$ cat src/rtl/core/fvr_pkg.sv
// ----------------------------------------------------------------------------
// Fire-voltage regulator package
// Payload types, controller command bundle, state encoding, fixed scale
// factors and the filter step shared by the regulator modules.
// ----------------------------------------------------------------------------
package fvr_pkg;

	// Input item: mode selects ADC word (0) or DAC setpoint request (1).
	typedef struct packed {
		logic        mode;
		logic [15:0] adc_word;
	} fvr_in_t;

	// Result item.
	typedef struct packed {
		logic [9:0]  fire_voltage;
		logic [6:0]  motor_voltage;
		logic [9:0]  trim;
		logic [15:0] dac_code;
		logic        dac_valid;
	} fvr_out_t;

	// Controller commands to the datapath, one step per cycle while the output register has room.
	typedef struct packed {
		logic load;
		logic mul1;
		logic mul2;
		logic fin;
	} fvr_cmd_t;

	// Sequencer states.
	typedef enum logic [1:0] {
		ST_IDLE,
		ST_MUL1,
		ST_MUL2,
		ST_FIN
	} fvr_state_t;

	// ADC channel codes.
	localparam logic [1:0] CH_FIRE  = 2'd1;
	localparam logic [1:0] CH_MOTOR = 2'd2;

	// Register map.
	localparam int unsigned CFG_ADDR_W     = 3;
	localparam logic        CFG_IDX_TARGET = 1'b0;

	// Fixed constants.
	localparam logic [21:0] FIRE_SCALE   = 22'd674;
	localparam logic [21:0] MOTOR_SCALE  = 22'd105;
	localparam logic [13:0] GAIN_BASE    = 14'h1E00;
	localparam logic [9:0]  TRIM_MAX     = 10'h3FF;
	localparam logic [9:0]  TRIM_RESET   = 10'h200;
	localparam logic [8:0]  VOLT_LIMIT   = 9'd500;
	localparam logic [8:0]  TARGET_RESET = 9'd250;
	localparam logic [21:0] DAC_SCALE    = 22'(65535 * 16384 / 500);

	// One first-order filter step: f + (16*s - f + 8) / 16, quotient
	// truncated toward zero.
	function automatic logic signed [16:0] fvr_filt_step(
		input logic signed [16:0] f,
		input logic [11:0]        s
	);
		logic signed [17:0] diff;
		logic signed [17:0] mag;
		logic signed [17:0] quo;
		logic signed [17:0] sum;
		diff = $signed({2'b00, s, 4'b0000}) - $signed({f[16], f}) + 18'sd8;
		mag  = diff[17] ? -diff : diff;
		quo  = mag >>> 4;
		if (diff[17]) begin
			quo = -quo;
		end
		sum = $signed({f[16], f}) + quo;
		return sum[16:0];
	endfunction

endpackage

$ cat src/rtl/core/fvr_ctrl.sv
// ----------------------------------------------------------------------------
// Fire-voltage regulator controller
// Steps each accepted item through load, two multiply steps and a final
// write into the output register, and keeps the output valid flag.
// ----------------------------------------------------------------------------
module fvr_ctrl (
	input  logic             clk,
	input  logic             arst_n,
	input  logic             in_valid,
	output logic             in_ready,
	input  logic             out_ready,
	output logic             out_valid,
	output fvr_pkg::fvr_cmd_t cmd
);
	import fvr_pkg::*;

	fvr_state_t state_q;
	fvr_state_t state_d;
	logic       out_valid_q;
	logic       slot_free;

	assign slot_free = !out_valid_q || out_ready;

	// State and output-valid registers.
	always_ff @(posedge clk or negedge arst_n) begin
		if (!arst_n) begin
			state_q     <= ST_IDLE;
			out_valid_q <= 1'b0;
		end else begin
			state_q <= state_d;
			if (cmd.fin) begin
				out_valid_q <= 1'b1;
			end else if (out_ready) begin
				out_valid_q <= 1'b0;
			end
		end
	end

	// Next-state logic.
	always_comb begin
		state_d = state_q;
		case (state_q)
			ST_IDLE: begin
				if (in_valid) begin
					state_d = ST_MUL1;
				end
			end
			ST_MUL1: state_d = ST_MUL2;
			ST_MUL2: state_d = ST_FIN;
			ST_FIN: begin
				if (slot_free) begin
					state_d = ST_IDLE;
				end
			end
			default: state_d = ST_IDLE;
		endcase
	end

	// Commands to the datapath and handshake outputs.
	always_comb begin
		in_ready = 1'b0;
		cmd      = '0;
		case (state_q)
			ST_IDLE: begin
				in_ready = 1'b1;
				cmd.load = in_valid;
			end
			ST_MUL1: cmd.mul1 = 1'b1;
			ST_MUL2: cmd.mul2 = 1'b1;
			ST_FIN:  cmd.fin  = slot_free;
			default: cmd = '0;
		endcase
	end

	assign out_valid = out_valid_q;

endmodule

$ cat src/rtl/core/fvr_dp.sv
// ----------------------------------------------------------------------------
// Fire-voltage regulator datapath
// Filter, trim and setpoint state with one shared multiplier, driven step
// by step by the controller, and the result register.
// ----------------------------------------------------------------------------
module fvr_dp (
	input  logic              clk,
	input  logic              arst_n,
	input  fvr_pkg::fvr_cmd_t cmd,
	input  fvr_pkg::fvr_in_t  in_data,
	input  logic [8:0]        target,
	output fvr_pkg::fvr_out_t out_data
);
	import fvr_pkg::*;

	// Regulator state.
	logic signed [16:0] fire_f_q;
	logic signed [16:0] motor_f_q;
	logic [9:0]         trim_q;
	logic [15:0]        tf_q;
	logic [9:0]         fire_now_q;
	logic [6:0]         motor_now_q;
	logic [15:0]        last_dac_q;

	// Working registers for the item in flight.
	logic               mode_q;
	logic [1:0]         ch_q;
	logic [13:0]        v1_q;
	logic [10:0]        k_q;
	logic [29:0]        prod_q;
	fvr_out_t           out_q;

	logic [1:0]         in_ch;
	logic [11:0]        in_sample;
	logic [16:0]        tf_rnd;
	logic [15:0]        tf_new;
	logic [16:0]        tf_new_rnd;
	logic [13:0]        gain_sum;
	logic [30:0]        prod_rnd_now;
	logic [30:0]        prod_rnd_v;
	logic [9:0]         fire_new;
	logic [6:0]         motor_new;
	logic [13:0]        v_raw;
	logic [8:0]         v_sat;
	logic [16:0]        mul_a;
	logic [21:0]        mul_b;
	logic [38:0]        mul_p;
	logic [15:0]        dac_next;

	assign in_ch     = in_data.adc_word[13:12];
	assign in_sample = in_data.adc_word[11:0];

	// Target smoothing and gain for a setpoint request.
	assign tf_rnd     = {1'b0, tf_q} + 17'd4;
	assign tf_new     = 16'(tf_q + {7'b0, target} - {2'b0, tf_rnd[16:3]});
	assign tf_new_rnd = {1'b0, tf_new} + 17'd4;
	assign gain_sum   = GAIN_BASE + {4'b0, trim_q};

	// Rounding of the registered product.
	assign prod_rnd_now = {1'b0, prod_q} + 31'd32768;
	assign prod_rnd_v   = {1'b0, prod_q} + 31'd128;
	assign fire_new     = prod_rnd_now[25:16];
	assign motor_new    = prod_rnd_now[22:16];
	assign v_raw        = prod_rnd_v[23:10];
	assign v_sat        = (v_raw > {5'b0, VOLT_LIMIT}) ? VOLT_LIMIT : v_raw[8:0];

	// Shared multiplier operand selection.
	always_comb begin
		mul_a = '0;
		mul_b = '0;
		if (cmd.mul1) begin
			if (mode_q) begin
				mul_a = {3'b0, v1_q};
				mul_b = {11'b0, k_q};
			end else if (ch_q == CH_FIRE) begin
				mul_a = fire_f_q;
				mul_b = FIRE_SCALE;
			end else begin
				mul_a = motor_f_q;
				mul_b = MOTOR_SCALE;
			end
		end else begin
			mul_a = {8'b0, v_sat};
			mul_b = DAC_SCALE;
		end
	end

	assign mul_p = {22'b0, mul_a} * {17'b0, mul_b};

	assign dac_next = mode_q ? ~prod_q[29:14] : last_dac_q;

	// Control-side state registers.
	always_ff @(posedge clk or negedge arst_n) begin
		if (!arst_n) begin
			fire_f_q    <= '0;
			motor_f_q   <= '0;
			trim_q      <= TRIM_RESET;
			tf_q        <= '0;
			fire_now_q  <= '0;
			motor_now_q <= '0;
			last_dac_q  <= '0;
		end else begin
			// Filter or target update when the item is taken.
			if (cmd.load) begin
				if (in_data.mode) begin
					tf_q <= tf_new;
				end else if (in_ch == CH_FIRE) begin
					fire_f_q <= fvr_filt_step(fire_f_q, in_sample);
				end else if (in_ch == CH_MOTOR) begin
					motor_f_q <= fvr_filt_step(motor_f_q, in_sample);
				end
			end
			// Voltage readout and trim step for ADC words.
			if (cmd.mul2 && !mode_q) begin
				if (ch_q == CH_FIRE) begin
					fire_now_q <= fire_new;
					if ({1'b0, target} > fire_new) begin
						if (trim_q != TRIM_MAX) begin
							trim_q <= trim_q + 10'd1;
						end
					end else if ({1'b0, target} < fire_new) begin
						if (trim_q != '0) begin
							trim_q <= trim_q - 10'd1;
						end
					end
				end else if (ch_q == CH_MOTOR) begin
					motor_now_q <= motor_new;
				end
			end
			if (cmd.fin) begin
				last_dac_q <= dac_next;
			end
		end
	end

	// Working and result registers.
	always_ff @(posedge clk) begin
		if (cmd.load) begin
			mode_q <= in_data.mode;
			ch_q   <= in_ch;
			v1_q   <= tf_new_rnd[16:3] + 14'd10;
			k_q    <= gain_sum[13:3];
		end
		if (cmd.mul1 || (cmd.mul2 && mode_q)) begin
			prod_q <= mul_p[29:0];
		end
		if (cmd.fin) begin
			out_q.fire_voltage  <= fire_now_q;
			out_q.motor_voltage <= motor_now_q;
			out_q.trim          <= trim_q;
			out_q.dac_code      <= dac_next;
			out_q.dac_valid     <= mode_q;
		end
	end

	assign out_data = out_q;

endmodule

$ cat src/rtl/core/fire_voltage_regulator_core.sv
// ----------------------------------------------------------------------------
// Fire-voltage regulator core: ADC filtering, trim tracking, DAC setpoint.
// An item is taken only when idle, after the last one is through; MUL1, MUL2
// and FIN follow, paced by the shared multiplier in the datapath sequence.
// Asynchronous reset sets target 250, trim 512 and zero filters.
// ----------------------------------------------------------------------------
module fire_voltage_regulator_core (
	input  logic                                   clk,
	input  logic                                   arst_n,
	input  logic                                   in_valid,
	output logic                                   in_ready,
	input  fvr_pkg::fvr_in_t                       in_data,
	output logic                                   out_valid,
	input  logic                                   out_ready,
	output fvr_pkg::fvr_out_t                      out_data,
	input  logic                                   psel,
	input  logic                                   penable,
	input  logic                                   pwrite,
	input  logic [fvr_pkg::CFG_ADDR_W-1:0]         paddr,
	input  logic [31:0]                            pwdata,
	output logic [31:0]                            prdata,
	output logic                                   pready
);
	import fvr_pkg::*;

	fvr_cmd_t   cmd;
	logic [8:0] target_q;
	logic       cfg_wr;
	logic       target_hit;

	// Register write on the access phase of a transfer.
	assign pready     = 1'b1;
	assign cfg_wr     = psel && penable && pwrite && pready;
	assign target_hit = (paddr[2] == CFG_IDX_TARGET) && (paddr[1:0] == 2'b00);

	// Target register; values above the voltage limit are dropped.
	always_ff @(posedge clk or negedge arst_n) begin
		if (!arst_n) begin
			target_q <= TARGET_RESET;
		end else if (cfg_wr && target_hit && (pwdata[8:0] <= VOLT_LIMIT)) begin
			target_q <= pwdata[8:0];
		end
	end

	// Register read-back.
	assign prdata = target_hit ? {23'b0, target_q} : 32'b0;

	fvr_ctrl u_ctrl (
		.clk       (clk),
		.arst_n    (arst_n),
		.in_valid  (in_valid),
		.in_ready  (in_ready),
		.out_ready (out_ready),
		.out_valid (out_valid),
		.cmd       (cmd)
	);

	fvr_dp u_dp (
		.clk      (clk),
		.arst_n   (arst_n),
		.cmd      (cmd),
		.in_data  (in_data),
		.target   (target_q),
		.out_data (out_data)
	);

endmodule
$ cat config.mk
export PLATFORM = sky130hd
export DESIGN_NAME = fire_voltage_regulator_core
export DESIGN_NICKNAME = d
export VERILOG_FILES = /design/src/rtl/core/fvr_pkg.sv /design/src/rtl/core/fvr_ctrl.sv /design/src/rtl/core/fvr_dp.sv /design/src/rtl/core/fire_voltage_regulator_core.sv
export SDC_FILE = /design/constraint.sdc
export NUM_CORES = 1
export LEC_CHECK = 0
export BUFFER_PORTS_ARGS = -buffer_cell sky130_fd_sc_hd__clkbuf_2
export CAP_MARGIN = 20
export CORE_MARGIN = 5
export CORE_UTILIZATION = 33
export CTS_CLUSTER_SIZE = 40
export DETAILED_ROUTE_END_ITERATION = 10
export GPL_TIMING_DRIVEN = 0
export SLEW_MARGIN = 10
export SYNTH_ARGS = -nofsm -noshare
export SYNTH_HDL_FRONTEND = slang
export SYNTH_SLANG_ARGS = --single-unit
$ cat constraint.sdc
create_clock -name clk -period 18.4 [get_ports clk]
set_input_delay 1.84 -clock clk [delete_from_list [all_inputs] [get_ports clk]]
set_output_delay 1.84 -clock clk [all_outputs]
set_load 0.03 [all_outputs]
==> results of run 1 <==
[cell usage after synthesis (28+ instances only)]
master	n
a21o_1	28
a21oi_1	136
and2_1	45
and3_1	30
clkbuf_1	52
dfrtp_1	98
edfxtp_1	92
fa_1	176
ha_1	215
inv_1	359
mux2_2	28
mux2i_1	28
nand2_1	204
nand3_1	52
nor2_1	205
nor3_1	43
o21a_1	36
o21ai_0	95
xnor2_1	102
xor2_1	67
[worst reg2reg max path, delay by kind of cell, from the launching register on]
kind / cells / cell delay, ns
AOI/OAI and AO/OA: 10 / 2.34
xor gates and xnor gates: 2 / 0.76
buffers and inverters: 5 / 0.77
and+or+nand+nor: 8 / 1.85
adders and majority gates: 7 / 3.38
DFF: 1 / 0.34
[worst max-delay path by stage]
stage,slack (ns),start,endpoint
after CTS,8.82,u_dp.prod_q[17]$_DFFE_PP_,u_dp.prod_q[29]$_DFFE_PP_
final,8.80,u_dp.prod_q[17]$_DFFE_PP_,u_dp.prod_q[29]$_DFFE_PP_
after floorplan,10.61,u_dp.prod_q[17]$_DFFE_PP_,u_dp.prod_q[29]$_DFFE_PP_
after detailed placement,8.91,u_dp.prod_q[17]$_DFFE_PP_,u_dp.prod_q[29]$_DFFE_PP_
after global placement,8.84,u_dp.prod_q[17]$_DFFE_PP_,u_dp.prod_q[29]$_DFFE_PP_
after global routing,8.14,u_dp.prod_q[17]$_DFFE_PP_,u_dp.prod_q[29]$_DFFE_PP_
[cells in the final DEF, fill, tap and decap left out, types with 52 or more instances in the layout]
master	instances
a21oi_1	136
clkbuf_1	52
clkbuf_2	87
dfrtp_1	98
edfxtp_1	92
fa_1	176
ha_1	215
inv_1	358
nand2_1	204
nand3_1	52
nor2_1	205
o21ai_0	95
xnor2_1	102
xor2_1	67
[state kept, by name, summed over array words and instances (netlist names), 2 cells and up]
name,flops
u_dp.motor_f_q,17
u_dp.v1_q,14
u_dp.fire_now_q,10
u_dp.motor_now_q,7
u_dp.prod_q,23
u_dp.trim_q,10
u_dp.ch_q,2
u_ctrl.state_q,2
target_q,9
u_dp.out_data,44
u_dp.k_q,8
u_dp.tf_q,16
u_dp.fire_f_q,17
u_dp.last_dac_q,16
[per-layer routing]
| layer | part of all wire (%) | global-route usage [%] | vias to the layer above |
|---|---|---|---|
| li1 | - | - | 8253 |
| met1 | 46 | 22.0 | 8056 |
| met2 | 46 | 26.1 | 380 |
| met3 | 4.2 | 2.33 | 76 |
| met4 | 3.2 | 5.12 | 0 |
| met5 | 0 | 0 | - |
[logic make-up after synthesis]
kind of cell             count (synthesis)
multiplexers                            56
other                                    2
flip-flops                             197
XOR/XNOR                               169
AND/OR/NAND/NOR                        707
buffers and inverters                  446
adder cells (fa/ha/maj)                391
AO/OA/AOI/OAI                          423
[final cells by class]
class / instances / area, sq um / share of cell area (%)
sequential: 197 / 5400 / 22.6
timing repair buffer: 91 / 504 / 2.11
inverter: 360 / 1350 / 5.64
clock inverter: 15 / 190 / 0.794
multi-input combinational: 1793 / 14600 / 60.9
tap: 855 / 1070 / 4.47
clock buffer: 17 / 425 / 1.78
buffer: 86 / 415 / 1.74
[per-stage QoR]
step                utilization (%)  instances  hold WS [ns]
floorplan                         -       2436         0.421
global placement               36.0       3379         0.428
detailed placement             36.1       3382         0.433
CTS                            37.1       3414         0.452
global route                   37.1       3414         0.457
finish                         37.1       3414         0.446
==> out/results.tsv, run 1 <==
metric	value	unit
viasPerCell	4.91	
slowest_delay	0.53	ns
cts_buffer_depth	2	
start_util	33.4	%
antenna_cells	0	
synthSimpleGateAreaFrac	15.8	%
grt_max_degree	90	
setup_tns	0	ns
timing.slew.headroom	28.4	%
critPathLaunchType	flop	
min_path_cells	0	
routed_wl	55.6	mm
finalWorstSetupSlack	8.80	ns
place_ws	8.91	ns
reg2reg_to	u_dp.prod_q[29]$_DFFE_PP_	
grt.overflow.total	0	
yosysSeqAreaShare	25.0	%
grt_antenna_before_repair	0	
design_area	23900	sq um
drive_gt1_share	8.44	%
cts_buffers	17	
netlist_area	21600	sq um
core	64600	sq um
holdCritPathClass	flop to flop	
crit_path_top_delay_cell	xor2_1	
syn_area_per_cell	9.02	sq um
die-area	70600	sq um
clk-insertion-delay-late	0.47	ns
path_buf_inv	5	
place.gp.congestion	0.901	
htree_levels	4	
layout.nets	2996	
grt_setup_unrepaired	false	
fill_cells	6633	
die_w	266	microns
drt-wirelength-per-cell	16.3	microns
synthAdderAreaFrac	28.8	%
path_common_cell	fa_1	
synth_compound_area_share	12.5	%
synth_xor_area_share	6.86	%
setup_viol	0	
port_buffers	88	
cp-end-kind	flop	
synth.area.mux_share	2.76	%
worstMarginPinSlew	1.07	ns
slew_viol_final	0	
critical_path_class	flop to flop	
postCtsSetupRepairBufs	0	
post-dp-hpwl	45.6	mm
num_vias	16800	
syn_to_final_growth	11.0	%
fin_crit	9.60	ns
drcViolationCount	0	
synth-main-ff-cell	dfrtp_1	
cts_tree	yes	
yosys.area.top_type_share	16.3	%
cts.hold.buffers_added	0	
ys_warn_count	0	
reg2reg_depth	32	
yosys-top-cells-area	fa_1 16%, edfxtp_1 13%, ha_1 12%, dfrtp_1 11%, inv_1 6.2%	
worst-path-stages	32	
ctsRootBufferMaster	clkbuf_16	
hp-start	u_dp.motor_now_q[6]$_DFFE_PN0P_	
fin_crit_sh	52.2	%
placed_area	23300	sq um
crit_arrival	9.88	ns
final_hold_viol_count	0	
die_y	266	microns
post_cts_resized	0	
rows	93	
firstDrtPassIters	6	
reg2reg_slack	8.80	ns
synth_edf_count	92	
reg2reg_from	u_dp.prod_q[17]$_DFFE_PP_	
cts_num_sinks	197	
drt-initial-drc-count	1123	
grt_pass1_wl	90.2	mm
max_freq	104	MHz
synth_cell_types	87	
final_antenna_net_count	0	
fin_skew	0.0132	ns
cp.required	18.68	ns
cp_max_fo	9	
synth_area_leader_cell	fa_1	
async_flop_share	53.3	%
cp_top_family	adder cells	
num_io_pins	138	
ys_ff_latch	197	
hold_end	u_dp.out_data[33]$_DFFE_PP_	
synth_top_family_by_area	adder cells	
synth_cells	2391	
status	finished clean	
cap_violations	0	
track_usage	16.0	%
clk_pin_slew	0.08	ns
grt_pass1_vias	16800	
Power of run 1 is left out: the tool's default activity adds up to more than one toggle a clock period on the data nets, which glitch-free logic cannot reach.
==> run 2: changes to the inputs <==
--- a/config.mk
+++ b/config.mk
@@ -5,6 +5,7 @@
 export SDC_FILE = /design/constraint.sdc
 export NUM_CORES = 1
 export LEC_CHECK = 0
+export ABC_AREA = 1
 export BUFFER_PORTS_ARGS = -buffer_cell sky130_fd_sc_hd__clkbuf_2
 export CAP_MARGIN = 20
 export CORE_MARGIN = 5
==> constraint.sdc (replaced) <==
create_clock -name clk -period 8.84 [get_ports clk]
set_input_delay 0.884 -clock clk [delete_from_list [all_inputs] [get_ports clk]]
set_output_delay 0.884 -clock clk [all_outputs]
set_load 0.03 [all_outputs]
==> out/results.tsv, run 2 <==
metric	value	unit
status	finished clean	
cp-end-kind	flop	
cp_max_fo	8	
grt_pass1_vias	18100	
drt-wirelength-per-cell	14.9	microns
htree_levels	4	
synth_edf_count	92	
yosys.area.top_type_share	15.8	%
drcViolationCount	0	
largest_register_ffs	44	
layout_commonest_cell	nand2_1	
fin_crit_sh	93.4	%
clk-insertion-delay-late	0.48	ns
grt_max_degree	56	
cts_num_sinks	197	
layout.nets	3495	
synth-main-ff-cell	dfrtp_1	
place_ws	0.322	ns
timing.slew.headroom	28.9	%
die_y	270	microns
die-area	72800	sq um
synth_area_leader_cell	fa_1	
drive_gt1_share	8.31	%
drt-initial-drc-count	1200	
netlist_area	22300	sq um
async_flop_share	53.3	%
slowest_delay	0.61	ns
grt_setup_unrepaired	false	
crit_path_top_delay_cell	fa_1	
ys_warn_count	0	
final_hold_viol_count	0	
grt_pass1_wl	95.5	mm
hold_ws	0.352	ns
fin_crit	8.26	ns
cap_violations	0	
antenna_cells	0	
final_util	36.8	%
track_usage	16.2	%
syn_to_final_growth	10.8	%
slew_viol_final	0	
critPathLaunchType	flop	
grt.overflow.total	0	
cts_tree	yes	
final_antenna_net_count	0	
clk_pin_slew	0.08	ns
crit_arrival	8.50	ns
cts_buffers	17	
viasPerCell	4.67	
synth_cells	2889	
yosys-top-cells-area	fa_1 16%, edfxtp_1 12%, ha_1 12%, nand2_1 11%, dfrtp_1 11%	
holdCritPathClass	primary input to async pin	
layout_common_cells	661 x nand2_1, 592 x inv_1, 243 x nor2_1	
num_io_pins	138	
setup_tns	0	ns
die_w	270	microns
netlist_top_cells_count	661 x nand2_1, 592 x inv_1, 244 x nor2_1	
yosys.cell_count.top_type	nand2_1	
reg2reg_slack	0.58	ns
port_buffers	88	
post-dp-hpwl	48.9	mm
firstDrtPassIters	5	
syn_area_per_cell	7.71	sq um
post_cts_resized	0	
start_util	33.2	%
cp.required	9.08	ns
rows	95	
core	67000	sq um
critical_path_class	flop to flop	
finalWorstSetupSlack	0.585	ns
num_vias	18300	
worstMarginPinSlew	1.07	ns
cts_buffer_depth	2	
postCtsSetupRepairBufs	0	
place.gp.congestion	0.896	
ctsRootBufferMaster	clkbuf_16	
routed_wl	58.5	mm
synth_cell_types	61	
grt_antenna_before_repair	0	
yosysSeqAreaShare	24.2	%
setup_viol	0	
max_freq	121	MHz
ys_ff_latch	197	
cts.hold.buffers_added	0	
fin_skew	0.0154	ns
==> run 2: cell count changes after synthesis, sizes merged, moves of 25 or more <==
cell / change
nor2: +59
nand4: +25
and2: -43
xnor2: -60
nand2: +470
a21oi: -29
nor3: -25
o21ai: +47
nand3: +95
inv: +246
o21a: -32
mux2i: -28
and3: -31
==> run 2: layout make-up <==
cell class,count,area [sq um]
Timing Repair Buffer,92,524
Fill cell,7111,42400
Multi-Input combinational cell,2067,14500
Buffer,60,335
Clock buffer,18,439
Tap cell,873,1090
Sequential cell,197,5400
Inverter,610,2290
Clock inverter,14,145
==> run 2: cell families (layout without fill, tap and decap cells) <==
logic type               count (synthesis)  count (layout)  share of synthesized area (%)
AO/OA/AOI/OAI                          315             315                           7.94
flip-flops                             197             197                           24.2
adder cells (fa/ha/maj)                391             391                           27.9
multiplexers                            16              16                          0.809
other                                    2              47                         0.0337
buffers and inverters                  670             794                           11.8
XOR/XNOR                               131             131                           5.37
AND/OR/NAND/NOR                       1167            1167                           22.0
==> run 2: layer usage <==
metal | vias up | global-route usage (%) | wire length, microns
met5 | - | 0 | 0
met4 | 0 | 3.64 | 1020
met3 | 54 | 2.51 | 2580
met2 | 344 | 26.5 | 26700
met1 | 8641 | 22.7 | 28200
li1 | 9303 | - | -
==> run 2: path summary, 6_finish.rpt <==
kind	start	depth (start not counted)	end
setup / recovery	u_dp.prod_q[15]$_DFFE_PP_	37	u_dp.prod_q[29]$_DFFE_PP_
hold / removal	arst_n	1	target_q[8]$_DFFE_PN0P_
setup reg to reg	u_dp.prod_q[15]$_DFFE_PP_	37	u_dp.prod_q[29]$_DFFE_PP_
hold reg to reg	u_dp.fire_now_q[7]$_DFFE_PN0P_	0	u_dp.out_data[41]$_DFFE_PP_
max in group asynchronous	arst_n	2	u_dp.trim_q[9]$_DFFE_PN1P_
min in group clk	u_dp.fire_now_q[7]$_DFFE_PN0P_	0	u_dp.out_data[41]$_DFFE_PP_
==> run 2: through the flow <==
step,cells,area (sq um)
2_1_floorplan,2934,22400
3_3_place_gp,3895,24000
3_5_place_dp,3897,24000
4_1_cts,3929,24600
5_1_grt,3931,24700
6_report,3931,24700
==> run 2: critical path: cells and delay by family (launching register included) <==
kind | cells | cell delay [ns]
adders and majority gates | 7 | 3.57
buffers and inverters | 8 | 0.63
DFF | 1 | 0.52
and+or+nand+nor | 16 | 2.55
AOI/OAI and AO/OA | 5 | 0.61
xor gates and xnor gates | 1 | 0.16
Power of run 2 is left out for the same reason.
